File: src/hw/rtl/mset_pkg.sv
// Shared types and constants for the multi-slot event timer.
package mset_pkg;

    typedef enum logic [1:0] {
        OP_START   = 2'd0,
        OP_STOP    = 2'd1,
        OP_RESTART = 2'd2,
        OP_TICK    = 2'd3
    } op_t;

    typedef enum logic [1:0] {
        ST_OK    = 2'd0,
        ST_FAIL  = 2'd1,
        ST_NOACT = 2'd2
    } status_t;

    typedef enum logic [2:0] {
        B_IDLE,
        B_SCAN,
        B_READ,
        B_EXEC,
        B_END
    } bstate_t;

    localparam logic [15:0] INFINITE_COUNT = 16'hFFFF;
    localparam int          MAX_RESULTS    = 16;
    localparam int          FIRE_W         = $clog2(MAX_RESULTS + 1);

    typedef struct packed {
        op_t         op;
        logic [3:0]  slot;
        logic [7:0]  task_id;
        logic [15:0] event_bits;
        logic [15:0] repeat_count;
        logic [31:0] timeout;
        logic [31:0] now;
    } cmd_t;

    typedef struct packed {
        logic [31:0] start_time;
        logic [31:0] interval;
        logic [15:0] count;
        logic [15:0] event_bits;
        logic [7:0]  task_id;
    } rec_t;

    typedef struct packed {
        status_t     status;
        logic [3:0]  slot_out;
        logic        fired;
        logic [7:0]  fire_task;
        logic [15:0] fire_event;
    } pend_t;

endpackage

File: src/hw/rtl/mset_if.sv
// Valid/ready channel interfaces for requests and responses.
interface mset_req_if;
    logic        valid;
    logic        ready;
    logic [1:0]  mode;
    logic [3:0]  slot;
    logic [7:0]  task_id;
    logic [15:0] event_bits;
    logic [15:0] repeat_count;
    logic [31:0] timeout;
    logic [31:0] now;
    modport source (output valid, mode, slot, task_id, event_bits, repeat_count, timeout, now,
                    input ready);
    modport sink (input valid, mode, slot, task_id, event_bits, repeat_count, timeout, now,
                  output ready);
endinterface

interface mset_rsp_if;
    logic        valid;
    logic        ready;
    logic [1:0]  status;
    logic [3:0]  slot_out;
    logic        fired;
    logic [7:0]  fire_task;
    logic [15:0] fire_event;
    logic [4:0]  active_count;
    logic        last;
    modport source (output valid, status, slot_out, fired, fire_task, fire_event, active_count,
                    last, input ready);
    modport sink (input valid, status, slot_out, fired, fire_task, fire_event, active_count,
                  last, output ready);
endinterface

File: src/hw/rtl/multi_slot_event_timer.sv
// Top level of the multi-slot event timer.
//
// Requests arrive on req (valid/ready); each beat is start, stop, restart or
// tick. Responses leave on rsp (valid/ready); every request yields at least
// one response beat, and the final beat of a request carries last.
// Start searches the slot bits one per cycle for the lowest free slot.
// Stop and restart read-modify-write one table entry. A tick walks every
// slot: a free slot is passed over in the read state; an occupied one is
// read, then updated in the exec state, which can wait for the response
// register. Fired slots go out in slot order; one fire is held back so that
// the last beat can be flagged when the walk ends.
// A two-entry command queue in the front end feeds the sequencer, so
// new requests are taken while a command runs or a response waits.
// When the receiver stalls, the response register holds its beat and the
// sequencer waits at its next push; the queue fills, then req.ready drops.
// Reset (rst_n, asynchronous) frees all slots and empties the queue and
// response register; no clearing pass is needed.
module multi_slot_event_timer
#(
    parameter int SLOTS = 16
)
(
    input  logic       clk,
    input  logic       rst_n,
    mset_req_if.sink   req,
    mset_rsp_if.source rsp
);

    mset_pkg::cmd_t cmd;
    logic           cmd_valid;
    logic           cmd_pop;

    // Accept and decode request beats.
    mset_front u_front
    (
        .clk       (clk),
        .rst_n     (rst_n),
        .req       (req),
        .cmd       (cmd),
        .cmd_valid (cmd_valid),
        .cmd_pop   (cmd_pop)
    );

    // Execute commands against the slot table and drive responses.
    mset_back #(.SLOTS(SLOTS)) u_back
    (
        .clk       (clk),
        .rst_n     (rst_n),
        .cmd       (cmd),
        .cmd_valid (cmd_valid),
        .cmd_pop   (cmd_pop),
        .rsp       (rsp)
    );

endmodule

File: src/hw/rtl/mset_front.sv
// Front end: accepts request beats, decodes the mode, queues two commands.
module mset_front
(
    input  logic                clk,
    input  logic                rst_n,
    mset_req_if.sink            req,
    output mset_pkg::cmd_t      cmd,
    output logic                cmd_valid,
    input  logic                cmd_pop
);

    mset_pkg::cmd_t q_reg [2];
    logic           wr_ptr_reg, wr_ptr_next;
    logic           rd_ptr_reg, rd_ptr_next;
    logic [1:0]     fill_reg, fill_next;
    logic           push;
    logic           pop;
    mset_pkg::cmd_t dec;

    always_comb
    begin
        dec.op           = mset_pkg::op_t'(req.mode);
        dec.slot         = req.slot;
        dec.task_id      = req.task_id;
        dec.event_bits   = req.event_bits;
        dec.repeat_count = req.repeat_count;
        dec.timeout      = req.timeout;
        dec.now          = req.now;
    end

    assign req.ready = (fill_reg != 2'd2);
    assign push      = req.valid && req.ready;
    assign cmd_valid = (fill_reg != 2'd0);
    assign pop       = cmd_pop && cmd_valid;
    assign cmd       = q_reg[rd_ptr_reg];

    always_comb
    begin
        wr_ptr_next = push ? ~wr_ptr_reg : wr_ptr_reg;
        rd_ptr_next = pop ? ~rd_ptr_reg : rd_ptr_reg;
        fill_next   = fill_reg + {1'b0, push} - {1'b0, pop};
    end

    always_ff @(posedge clk or negedge rst_n)
    begin
        if (!rst_n)
        begin
            wr_ptr_reg <= 1'b0;
            rd_ptr_reg <= 1'b0;
            fill_reg   <= 2'd0;
        end
        else
        begin
            wr_ptr_reg <= wr_ptr_next;
            rd_ptr_reg <= rd_ptr_next;
            fill_reg   <= fill_next;
        end
    end

    always_ff @(posedge clk)
    begin
        if (push)
        begin
            q_reg[wr_ptr_reg] <= dec;
        end
    end

endmodule

File: src/hw/rtl/mset_back.sv
// Back end: slot table, command sequencer and response register.
module mset_back
#(
    parameter int SLOTS = 16
)
(
    input  logic                clk,
    input  logic                rst_n,
    input  mset_pkg::cmd_t      cmd,
    input  logic                cmd_valid,
    output logic                cmd_pop,
    mset_rsp_if.source          rsp
);

    localparam int SW = (SLOTS > 1) ? $clog2(SLOTS) : 1;
    localparam int CW = $clog2(SLOTS + 1);
    localparam logic [SW-1:0] LAST_IDX = SW'(SLOTS - 1);

    mset_pkg::rec_t  mem [SLOTS];
    mset_pkg::rec_t  rd_reg;
    mset_pkg::rec_t  wdata;
    logic            we;

    mset_pkg::bstate_t state_reg, state_next;
    mset_pkg::cmd_t  cmd_reg;
    logic [SW-1:0]   idx_reg, idx_next;
    logic [SLOTS-1:0] used_reg, used_next;
    logic [CW-1:0]   active_reg, active_next;
    logic [CW-1:0]   zero_reg, zero_next;
    logic [CW-1:0]   act_reg, act_next;
    mset_pkg::pend_t pend_reg, pend_next;
    logic            pend_v_reg, pend_v_next;
    logic [mset_pkg::FIRE_W-1:0] fires_reg, fires_next;

    logic            out_v_reg, out_v_next;
    mset_pkg::pend_t out_reg, out_next;
    logic [4:0]      out_act_reg, out_act_next;
    logic            out_last_reg, out_last_next;

    logic            can_push;
    logic            slot_ok;
    logic [SW-1:0]   sidx;
    logic            expired;
    logic [15:0]     new_cnt;
    logic [4:0]      cur_act;
    mset_pkg::pend_t fire_res;
    mset_pkg::pend_t empty_res;

    assign can_push = !out_v_reg || rsp.ready;
    assign slot_ok  = ({28'd0, cmd.slot} < 32'(SLOTS));
    assign sidx     = SW'(cmd.slot);
    assign expired  = (cmd_reg.now - rd_reg.start_time) >= rd_reg.interval;
    assign new_cnt  = (rd_reg.count == mset_pkg::INFINITE_COUNT) ? rd_reg.count
                                                                : rd_reg.count - 16'd1;
    assign cur_act  = (cmd_reg.op == mset_pkg::OP_TICK) ? 5'(act_reg) : 5'(active_reg);

    always_comb
    begin
        fire_res.status     = mset_pkg::ST_OK;
        fire_res.slot_out   = 4'(idx_reg);
        fire_res.fired      = 1'b1;
        fire_res.fire_task  = rd_reg.task_id;
        fire_res.fire_event = rd_reg.event_bits;
        empty_res           = '0;
        empty_res.status    = mset_pkg::ST_OK;
    end

    always_comb
    begin
        state_next    = state_reg;
        idx_next      = idx_reg;
        used_next     = used_reg;
        active_next   = active_reg;
        zero_next     = zero_reg;
        act_next      = act_reg;
        pend_next     = pend_reg;
        pend_v_next   = pend_v_reg;
        fires_next    = fires_reg;
        out_next      = out_reg;
        out_act_next  = out_act_reg;
        out_last_next = out_last_reg;
        out_v_next    = out_v_reg && !rsp.ready;
        cmd_pop       = 1'b0;
        we            = 1'b0;
        wdata         = rd_reg;

        case (state_reg)
            mset_pkg::B_IDLE:
            begin
                if (cmd_valid)
                begin
                    cmd_pop = 1'b1;
                    case (cmd.op)
                        mset_pkg::OP_START:
                        begin
                            idx_next = '0;
                            if (cmd.repeat_count == 16'd0)
                            begin
                                pend_next        = empty_res;
                                pend_next.status = mset_pkg::ST_FAIL;
                                pend_v_next      = 1'b1;
                                state_next       = mset_pkg::B_END;
                            end
                            else
                            begin
                                state_next = mset_pkg::B_SCAN;
                            end
                        end
                        mset_pkg::OP_STOP, mset_pkg::OP_RESTART:
                        begin
                            pend_next          = empty_res;
                            pend_next.slot_out = cmd.slot;
                            pend_v_next        = 1'b1;
                            if (slot_ok && used_reg[sidx])
                            begin
                                idx_next   = sidx;
                                state_next = mset_pkg::B_READ;
                            end
                            else
                            begin
                                pend_next.status = mset_pkg::ST_NOACT;
                                state_next       = mset_pkg::B_END;
                            end
                        end
                        default:
                        begin
                            idx_next    = '0;
                            pend_v_next = 1'b0;
                            fires_next  = '0;
                            act_next    = active_reg - zero_reg;
                            state_next  = mset_pkg::B_READ;
                        end
                    endcase
                end
            end

            mset_pkg::B_SCAN:
            begin
                if (!used_reg[idx_reg])
                begin
                    we                = 1'b1;
                    wdata.start_time  = cmd_reg.now;
                    wdata.interval    = cmd_reg.timeout;
                    wdata.count       = cmd_reg.repeat_count;
                    wdata.event_bits  = cmd_reg.event_bits;
                    wdata.task_id     = cmd_reg.task_id;
                    used_next[idx_reg] = 1'b1;
                    active_next       = active_reg + CW'(1);
                    pend_next         = empty_res;
                    pend_next.slot_out = 4'(idx_reg);
                    pend_v_next       = 1'b1;
                    state_next        = mset_pkg::B_END;
                end
                else if (idx_reg == LAST_IDX)
                begin
                    pend_next        = empty_res;
                    pend_next.status = mset_pkg::ST_FAIL;
                    pend_v_next      = 1'b1;
                    state_next       = mset_pkg::B_END;
                end
                else
                begin
                    idx_next = idx_reg + SW'(1);
                end
            end

            mset_pkg::B_READ:
            begin
                if (cmd_reg.op == mset_pkg::OP_TICK && !used_reg[idx_reg])
                begin
                    if (idx_reg == LAST_IDX)
                    begin
                        state_next = mset_pkg::B_END;
                    end
                    else
                    begin
                        idx_next = idx_reg + SW'(1);
                    end
                end
                else
                begin
                    state_next = mset_pkg::B_EXEC;
                end
            end

            mset_pkg::B_EXEC:
            begin
                case (cmd_reg.op)
                    mset_pkg::OP_STOP:
                    begin
                        we          = 1'b1;
                        wdata.count = 16'd0;
                        if (rd_reg.count != 16'd0)
                        begin
                            zero_next = zero_reg + CW'(1);
                        end
                        state_next = mset_pkg::B_END;
                    end
                    mset_pkg::OP_RESTART:
                    begin
                        we               = 1'b1;
                        wdata.start_time = cmd_reg.now;
                        state_next       = mset_pkg::B_END;
                    end
                    default:
                    begin
                        if (rd_reg.count == 16'd0)
                        begin
                            // Stopped or spent slot: free it without firing.
                            used_next[idx_reg] = 1'b0;
                            active_next        = active_reg - CW'(1);
                            zero_next          = zero_reg - CW'(1);
                            state_next = (idx_reg == LAST_IDX) ? mset_pkg::B_END
                                                               : mset_pkg::B_READ;
                            idx_next   = (idx_reg == LAST_IDX) ? idx_reg : idx_reg + SW'(1);
                        end
                        else if (!expired)
                        begin
                            state_next = (idx_reg == LAST_IDX) ? mset_pkg::B_END
                                                               : mset_pkg::B_READ;
                            idx_next   = (idx_reg == LAST_IDX) ? idx_reg : idx_reg + SW'(1);
                        end
                        else if (!(pend_v_reg && !can_push
                                   && fires_reg != mset_pkg::FIRE_W'(mset_pkg::MAX_RESULTS)))
                        begin
                            // Hold one fire back so the final beat can carry last.
                            if (fires_reg != mset_pkg::FIRE_W'(mset_pkg::MAX_RESULTS))
                            begin
                                if (pend_v_reg)
                                begin
                                    out_next      = pend_reg;
                                    out_act_next  = 5'(act_reg);
                                    out_last_next = 1'b0;
                                    out_v_next    = 1'b1;
                                end
                                pend_next   = fire_res;
                                pend_v_next = 1'b1;
                                fires_next  = fires_reg + mset_pkg::FIRE_W'(1);
                            end
                            we          = 1'b1;
                            wdata.count = new_cnt;
                            if (new_cnt != 16'd0)
                            begin
                                wdata.start_time = cmd_reg.now;
                            end
                            else
                            begin
                                zero_next = zero_reg + CW'(1);
                            end
                            state_next = (idx_reg == LAST_IDX) ? mset_pkg::B_END
                                                               : mset_pkg::B_READ;
                            idx_next   = (idx_reg == LAST_IDX) ? idx_reg : idx_reg + SW'(1);
                        end
                    end
                endcase
            end

            mset_pkg::B_END:
            begin
                if (can_push)
                begin
                    out_next      = pend_v_reg ? pend_reg : empty_res;
                    out_act_next  = cur_act;
                    out_last_next = 1'b1;
                    out_v_next    = 1'b1;
                    pend_v_next   = 1'b0;
                    state_next    = mset_pkg::B_IDLE;
                end
            end

            default:
            begin
                state_next = mset_pkg::B_IDLE;
            end
        endcase
    end

    always_ff @(posedge clk or negedge rst_n)
    begin
        if (!rst_n)
        begin
            state_reg  <= mset_pkg::B_IDLE;
            used_reg   <= '0;
            active_reg <= '0;
            zero_reg   <= '0;
            pend_v_reg <= 1'b0;
            out_v_reg  <= 1'b0;
            fires_reg  <= '0;
        end
        else
        begin
            state_reg  <= state_next;
            used_reg   <= used_next;
            active_reg <= active_next;
            zero_reg   <= zero_next;
            pend_v_reg <= pend_v_next;
            out_v_reg  <= out_v_next;
            fires_reg  <= fires_next;
        end
    end

    always_ff @(posedge clk)
    begin
        if (cmd_pop)
        begin
            cmd_reg <= cmd;
        end
        idx_reg      <= idx_next;
        act_reg      <= act_next;
        pend_reg     <= pend_next;
        out_reg      <= out_next;
        out_act_reg  <= out_act_next;
        out_last_reg <= out_last_next;
    end

    always_ff @(posedge clk)
    begin
        if (we)
        begin
            mem[idx_reg] <= wdata;
        end
        rd_reg <= mem[idx_reg];
    end

    assign rsp.valid        = out_v_reg;
    assign rsp.status       = out_reg.status;
    assign rsp.slot_out     = out_reg.slot_out;
    assign rsp.fired        = out_reg.fired;
    assign rsp.fire_task    = out_reg.fire_task;
    assign rsp.fire_event   = out_reg.fire_event;
    assign rsp.active_count = out_act_reg;
    assign rsp.last         = out_last_reg;

    a_zero_le_active: assert property (@(posedge clk) disable iff (!rst_n)
        zero_reg <= active_reg)
        else $error("spent-slot count exceeds occupied count");

    a_active_bound: assert property (@(posedge clk) disable iff (!rst_n)
        active_reg == CW'($countones(used_reg)))
        else $error("occupied count out of step with slot bits");

    a_idle_no_pend: assert property (@(posedge clk) disable iff (!rst_n)
        state_reg == mset_pkg::B_IDLE |-> !pend_v_reg)
        else $error("pending response left behind at idle");

    a_fire_cap: assert property (@(posedge clk) disable iff (!rst_n)
        fires_reg <= mset_pkg::FIRE_W'(mset_pkg::MAX_RESULTS))
        else $error("reported fires exceed the response cap");

endmodule
File: src/flat_wrapper.sv
// flat-port wrapper written by rule: the top's interface ports become plain ports
module multi_slot_event_timer_flat 
#(
    parameter int SLOTS = 16
)
  (clk, rst_n, req_valid, req_mode, req_slot, req_task_id, req_event_bits, req_repeat_count, req_timeout, req_now, req_ready, rsp_valid, rsp_status, rsp_slot_out, rsp_fired, rsp_fire_task, rsp_fire_event, rsp_active_count, rsp_last, rsp_ready);
  mset_req_if req_i ();
  mset_rsp_if rsp_i ();
  input  logic clk;
  input  logic rst_n;
  input wire logic [$bits(req_i.valid)-1:0] req_valid;
  input wire logic [$bits(req_i.mode)-1:0] req_mode;
  input wire logic [$bits(req_i.slot)-1:0] req_slot;
  input wire logic [$bits(req_i.task_id)-1:0] req_task_id;
  input wire logic [$bits(req_i.event_bits)-1:0] req_event_bits;
  input wire logic [$bits(req_i.repeat_count)-1:0] req_repeat_count;
  input wire logic [$bits(req_i.timeout)-1:0] req_timeout;
  input wire logic [$bits(req_i.now)-1:0] req_now;
  output wire logic [$bits(req_i.ready)-1:0] req_ready;
  output wire logic [$bits(rsp_i.valid)-1:0] rsp_valid;
  output wire logic [$bits(rsp_i.status)-1:0] rsp_status;
  output wire logic [$bits(rsp_i.slot_out)-1:0] rsp_slot_out;
  output wire logic [$bits(rsp_i.fired)-1:0] rsp_fired;
  output wire logic [$bits(rsp_i.fire_task)-1:0] rsp_fire_task;
  output wire logic [$bits(rsp_i.fire_event)-1:0] rsp_fire_event;
  output wire logic [$bits(rsp_i.active_count)-1:0] rsp_active_count;
  output wire logic [$bits(rsp_i.last)-1:0] rsp_last;
  input wire logic [$bits(rsp_i.ready)-1:0] rsp_ready;
  assign req_i.valid = req_valid;
  assign req_i.mode = req_mode;
  assign req_i.slot = req_slot;
  assign req_i.task_id = req_task_id;
  assign req_i.event_bits = req_event_bits;
  assign req_i.repeat_count = req_repeat_count;
  assign req_i.timeout = req_timeout;
  assign req_i.now = req_now;
  assign req_ready = req_i.ready;
  assign rsp_valid = rsp_i.valid;
  assign rsp_status = rsp_i.status;
  assign rsp_slot_out = rsp_i.slot_out;
  assign rsp_fired = rsp_i.fired;
  assign rsp_fire_task = rsp_i.fire_task;
  assign rsp_fire_event = rsp_i.fire_event;
  assign rsp_active_count = rsp_i.active_count;
  assign rsp_last = rsp_i.last;
  assign rsp_i.ready = rsp_ready;
  multi_slot_event_timer #(.SLOTS(SLOTS)) u_core (.clk(clk), .rst_n(rst_n), .req(req_i), .rsp(rsp_i));
endmodule
File: config.mk
export PLATFORM = sky130hd
export DESIGN_NAME = multi_slot_event_timer_flat
export DESIGN_NICKNAME = d
export VERILOG_FILES = /design/src/hw/rtl/mset_pkg.sv /design/src/hw/rtl/mset_if.sv /design/src/hw/rtl/multi_slot_event_timer.sv /design/src/hw/rtl/mset_front.sv /design/src/hw/rtl/mset_back.sv /design/src/flat_wrapper.sv
export SDC_FILE = /design/constraint.sdc
export NUM_CORES = 2
export LEC_CHECK = 0
export BUFFER_PORTS_ARGS = -buffer_cell sky130_fd_sc_hd__buf_2
export CORE_MARGIN = 3
export CORE_UTILIZATION = 23
export CTS_CLUSTER_DIAMETER = 120
export DETAILED_ROUTE_END_ITERATION = 16
export GPL_TIMING_DRIVEN = 0
export MAX_ROUTING_LAYER = met4
export PLACE_DENSITY_LB_ADDON = 0.2
export RECOVER_POWER = 100
export SYNTH_ARGS = -nofsm -noshare
export SYNTH_HDL_FRONTEND = slang
export SYNTH_SLANG_ARGS = --single-unit
File: constraint.sdc
create_clock -name clk -period 31 [get_ports clk]
set_input_delay 1.55 -clock clk [delete_from_list [all_inputs] [get_ports clk]]
set_output_delay 1.55 -clock clk [all_outputs]
set_load 0.03 [all_outputs]
==> out/summary.txt <==
Layout Skew: 56.7 ps
Via count: 44700
Initial antenna violation count: 27
Leakage: 0.0322 uW
Fin. Hold Viols: 0
Most common cell in the synthesized netlist: edfxtp_1
M2 GR Usage: 0.232
Pins Over Slew Limit: 2609
Dominant cells by area after synthesis: edfxtp_1, mux4_2, dfxtp_1
Grt ovf: 0
Share of cells above drive strength 1: 0.225
Place WS: 21660 ps
Crit-path max FO: 34
Power Density: 115 nW/um^2
IO Count: 153
Run status: complete, but fails checks
Die Area: 388000 sq um
Worst path slowest cell: clkbuf_1
GR met1 Demand/Resource: 0.188
TritonCTS clock tree: done
Cts-stage hold buffer count: 0
Maxcap violations: 120
RSZ-0062 raised after global routing: no
Final WL: 274 mm
Sequential fraction of the synthesis area: 0.744
First-pass GRT wire length: 381 mm
Total CTS buffers: 239
Via-to-Cell Ratio: 4.48
Row count: 225
Die Wd: 623 um
Post-synth top cells: edfxtp_1, mux4_2, mux2_2
Final core area utilization: 0.272
Final min period: 15890 ps
DRC: 0
Critical-path cell list: ha_1 -> o21ai_0 -> a31oi_1 -> a31oi_1 -> o21ai_0 -> a31oi_1 -> o211ai_1 -> xor2_1 -> ha_1 -> nand4_1 -> nor3_1 -> a221oi_1 -> o211ai_1 -> a41o_1 -> clkbuf_1 -> a21oi_1 -> nor2_1 -> clkbuf_1 -> and3_1 -> clkbuf_1 -> clkbuf_1 -> clkbuf_1
Worst Setup SP: u_core.u_back.cmd_reg[5]
Pin count of the biggest net entering global routing: 41
Max reg flops: 1664
Async SR Flop Fraction: 0.0181
Failing checks: capacitance limit, slew limit
Mapped Cells: 4229
Postcts setup bufs: 0
Root Driver: clkbuf_16
Worst Path Arrival: 16350 ps
Most frequent CP cell: clkbuf_1
Antenna-violating nets left: 0
Die Y: 623 um
Avg Inst Size Synth: 20.7 sq um
Drt first pass iters: 8
Max VDD drop: 0.0000658 V
Top delay family on crit path: buffers and inverters
Vias in the first global route: 46800
Synth unique cells: 101
Worst setup SP type: register
# H-tree levels: 4
Final #Nets: 4969
Syn nets: 4434
Synth Warn #: 0
Clk_lat worst skew: 910 ps
Synth Flop Type: edfxtp_1
WP data required: 31460 ps
Top cell type's share of synthesized area: 0.709
Crit end category: register
Post-CTS Resized: 0
GPL Wtd Cong: 0.809
EDFF count, synth: 2067
DP HPWL: 180 mm
Slew HR: -1.64
Wirelength per Cell: 27.5 um
CTS max path bufs: 4
Core Area: 378000 sq um
Cell Area, Synth: 87600 sq um
CTS clk-pin slew, worst paths: 60 ps
HP Start: u_core.u_front.wr_ptr_reg
Final worst-path cycle share: 0.513
Kind of critical path: register to register
Clk sinks: 2211
Final setup margin: 15110 ps
Critical R2R Launch: u_core.u_back.cmd_reg[5]
P&R area growth vs syn: 17.4%
Gr busiest metal: met2
IO Port Bufs: 152
Initial DRC Count: 4252
Seq cells post-synth: 2211
# fillers: 37800
Fmax: 0.0629 GHz
Worst path bufs/invs: 5
Initial core utilization: 0.232
Worst min-delay path class: register to register
Met3 Track Usage GR: 0.0196
CP peak stage delay: 2580 ps
Area leader, netlist: edfxtp_1
GRT Overall Usage: 0.143
Worst Max-Slew Pin Slew: 3970 ps
Finish-stage setup viols: 0
## cell type report
cell class                 count  area [sq um]  share of cell area
clock inverter               121          1330              0.0130
tap                         4994          6250              0.0608
timing repair buffer         294          1260              0.0122
inverter                     108           405             0.00394
multi-input combinational   1686         20700               0.201
buffer                       224          1130              0.0110
sequential                  2211         65200               0.634
antenna                       10          25.0            0.000243
clock buffer                 327          6550              0.0637
## final timing paths
path | endpoint | slack, ps | cells after the start
worst max-delay path | u_core.u_back.mem[7][51] | 15110 | 22
worst min-delay path | u_core.u_front.wr_ptr_reg | 490 | 1
worst max register to register | u_core.u_back.mem[7][51] | 15110 | 22
worst min register to register | u_core.u_front.wr_ptr_reg | 490 | 1
max in group asynchronous | u_core.u_back.fires_reg[2] | 27840 | 1
min in group asynchronous | u_core.u_front.wr_ptr_reg | 1550 | 1
## per-layer routing
layer,wire [um],up-vias
li1,-,18800
met1,120000,24300
met2,133000,1257
met3,13200,391
met4,8330,0
met5,0,-
## report_power, final
part	internal [uW]	switching, uW	leakage (uW)
sequential	4340	232	0.0202
clock	1670	1210	0.00386
combinational	1510	2830	0.00816
## stage by stage
stage	instances	hold slack (ps)	cell area [sq um]	TNS (ps)	total power [uW]
2_1_floorplan	4229	461	87600	0	7310
3_3_place_gp	9375	480	94600	-1082480	9110
3_5_place_dp	9510	488	96900	0	9180
4_1_cts	9958	499	105000	0	12100
5_1_grt	9972	522	103000	0	12400
6_report	9975	494	103000	0	11800
## cells by family (layout without fill, tap and decap cells)
kind of cell,after synthesis,after routing,synth area share
compound gates,425,425,0.0374
xor+xnor,45,45,0.00450
fa+ha+maj,91,91,0.0133
buf+inv,332,1074,0.0178
flops,2211,2211,0.744
mux,686,686,0.155
other cells,0,10,0
simple gates,439,439,0.0280
## cells in the final DEF (no fill, tap or decap), types with 36 or more instances in the layout
cell	count
dfxtp_1	104
mux2_1	56
a21oi_1	62
buf_2	49
o31ai_1	36
clkbuf_1	459
and3_1	43
clkbuf_16	240
nand2_1	101
clkbuf_8	38
clkinv_2	53
mux2_2	86
nor2b_1	45
mux4_2	525
ha_1	88
nor2_1	63
inv_1	105
dfrtp_1	40
o21ai_0	77
edfxtp_1	2067
Note: power is estimated with default switching activity, not from simulation.
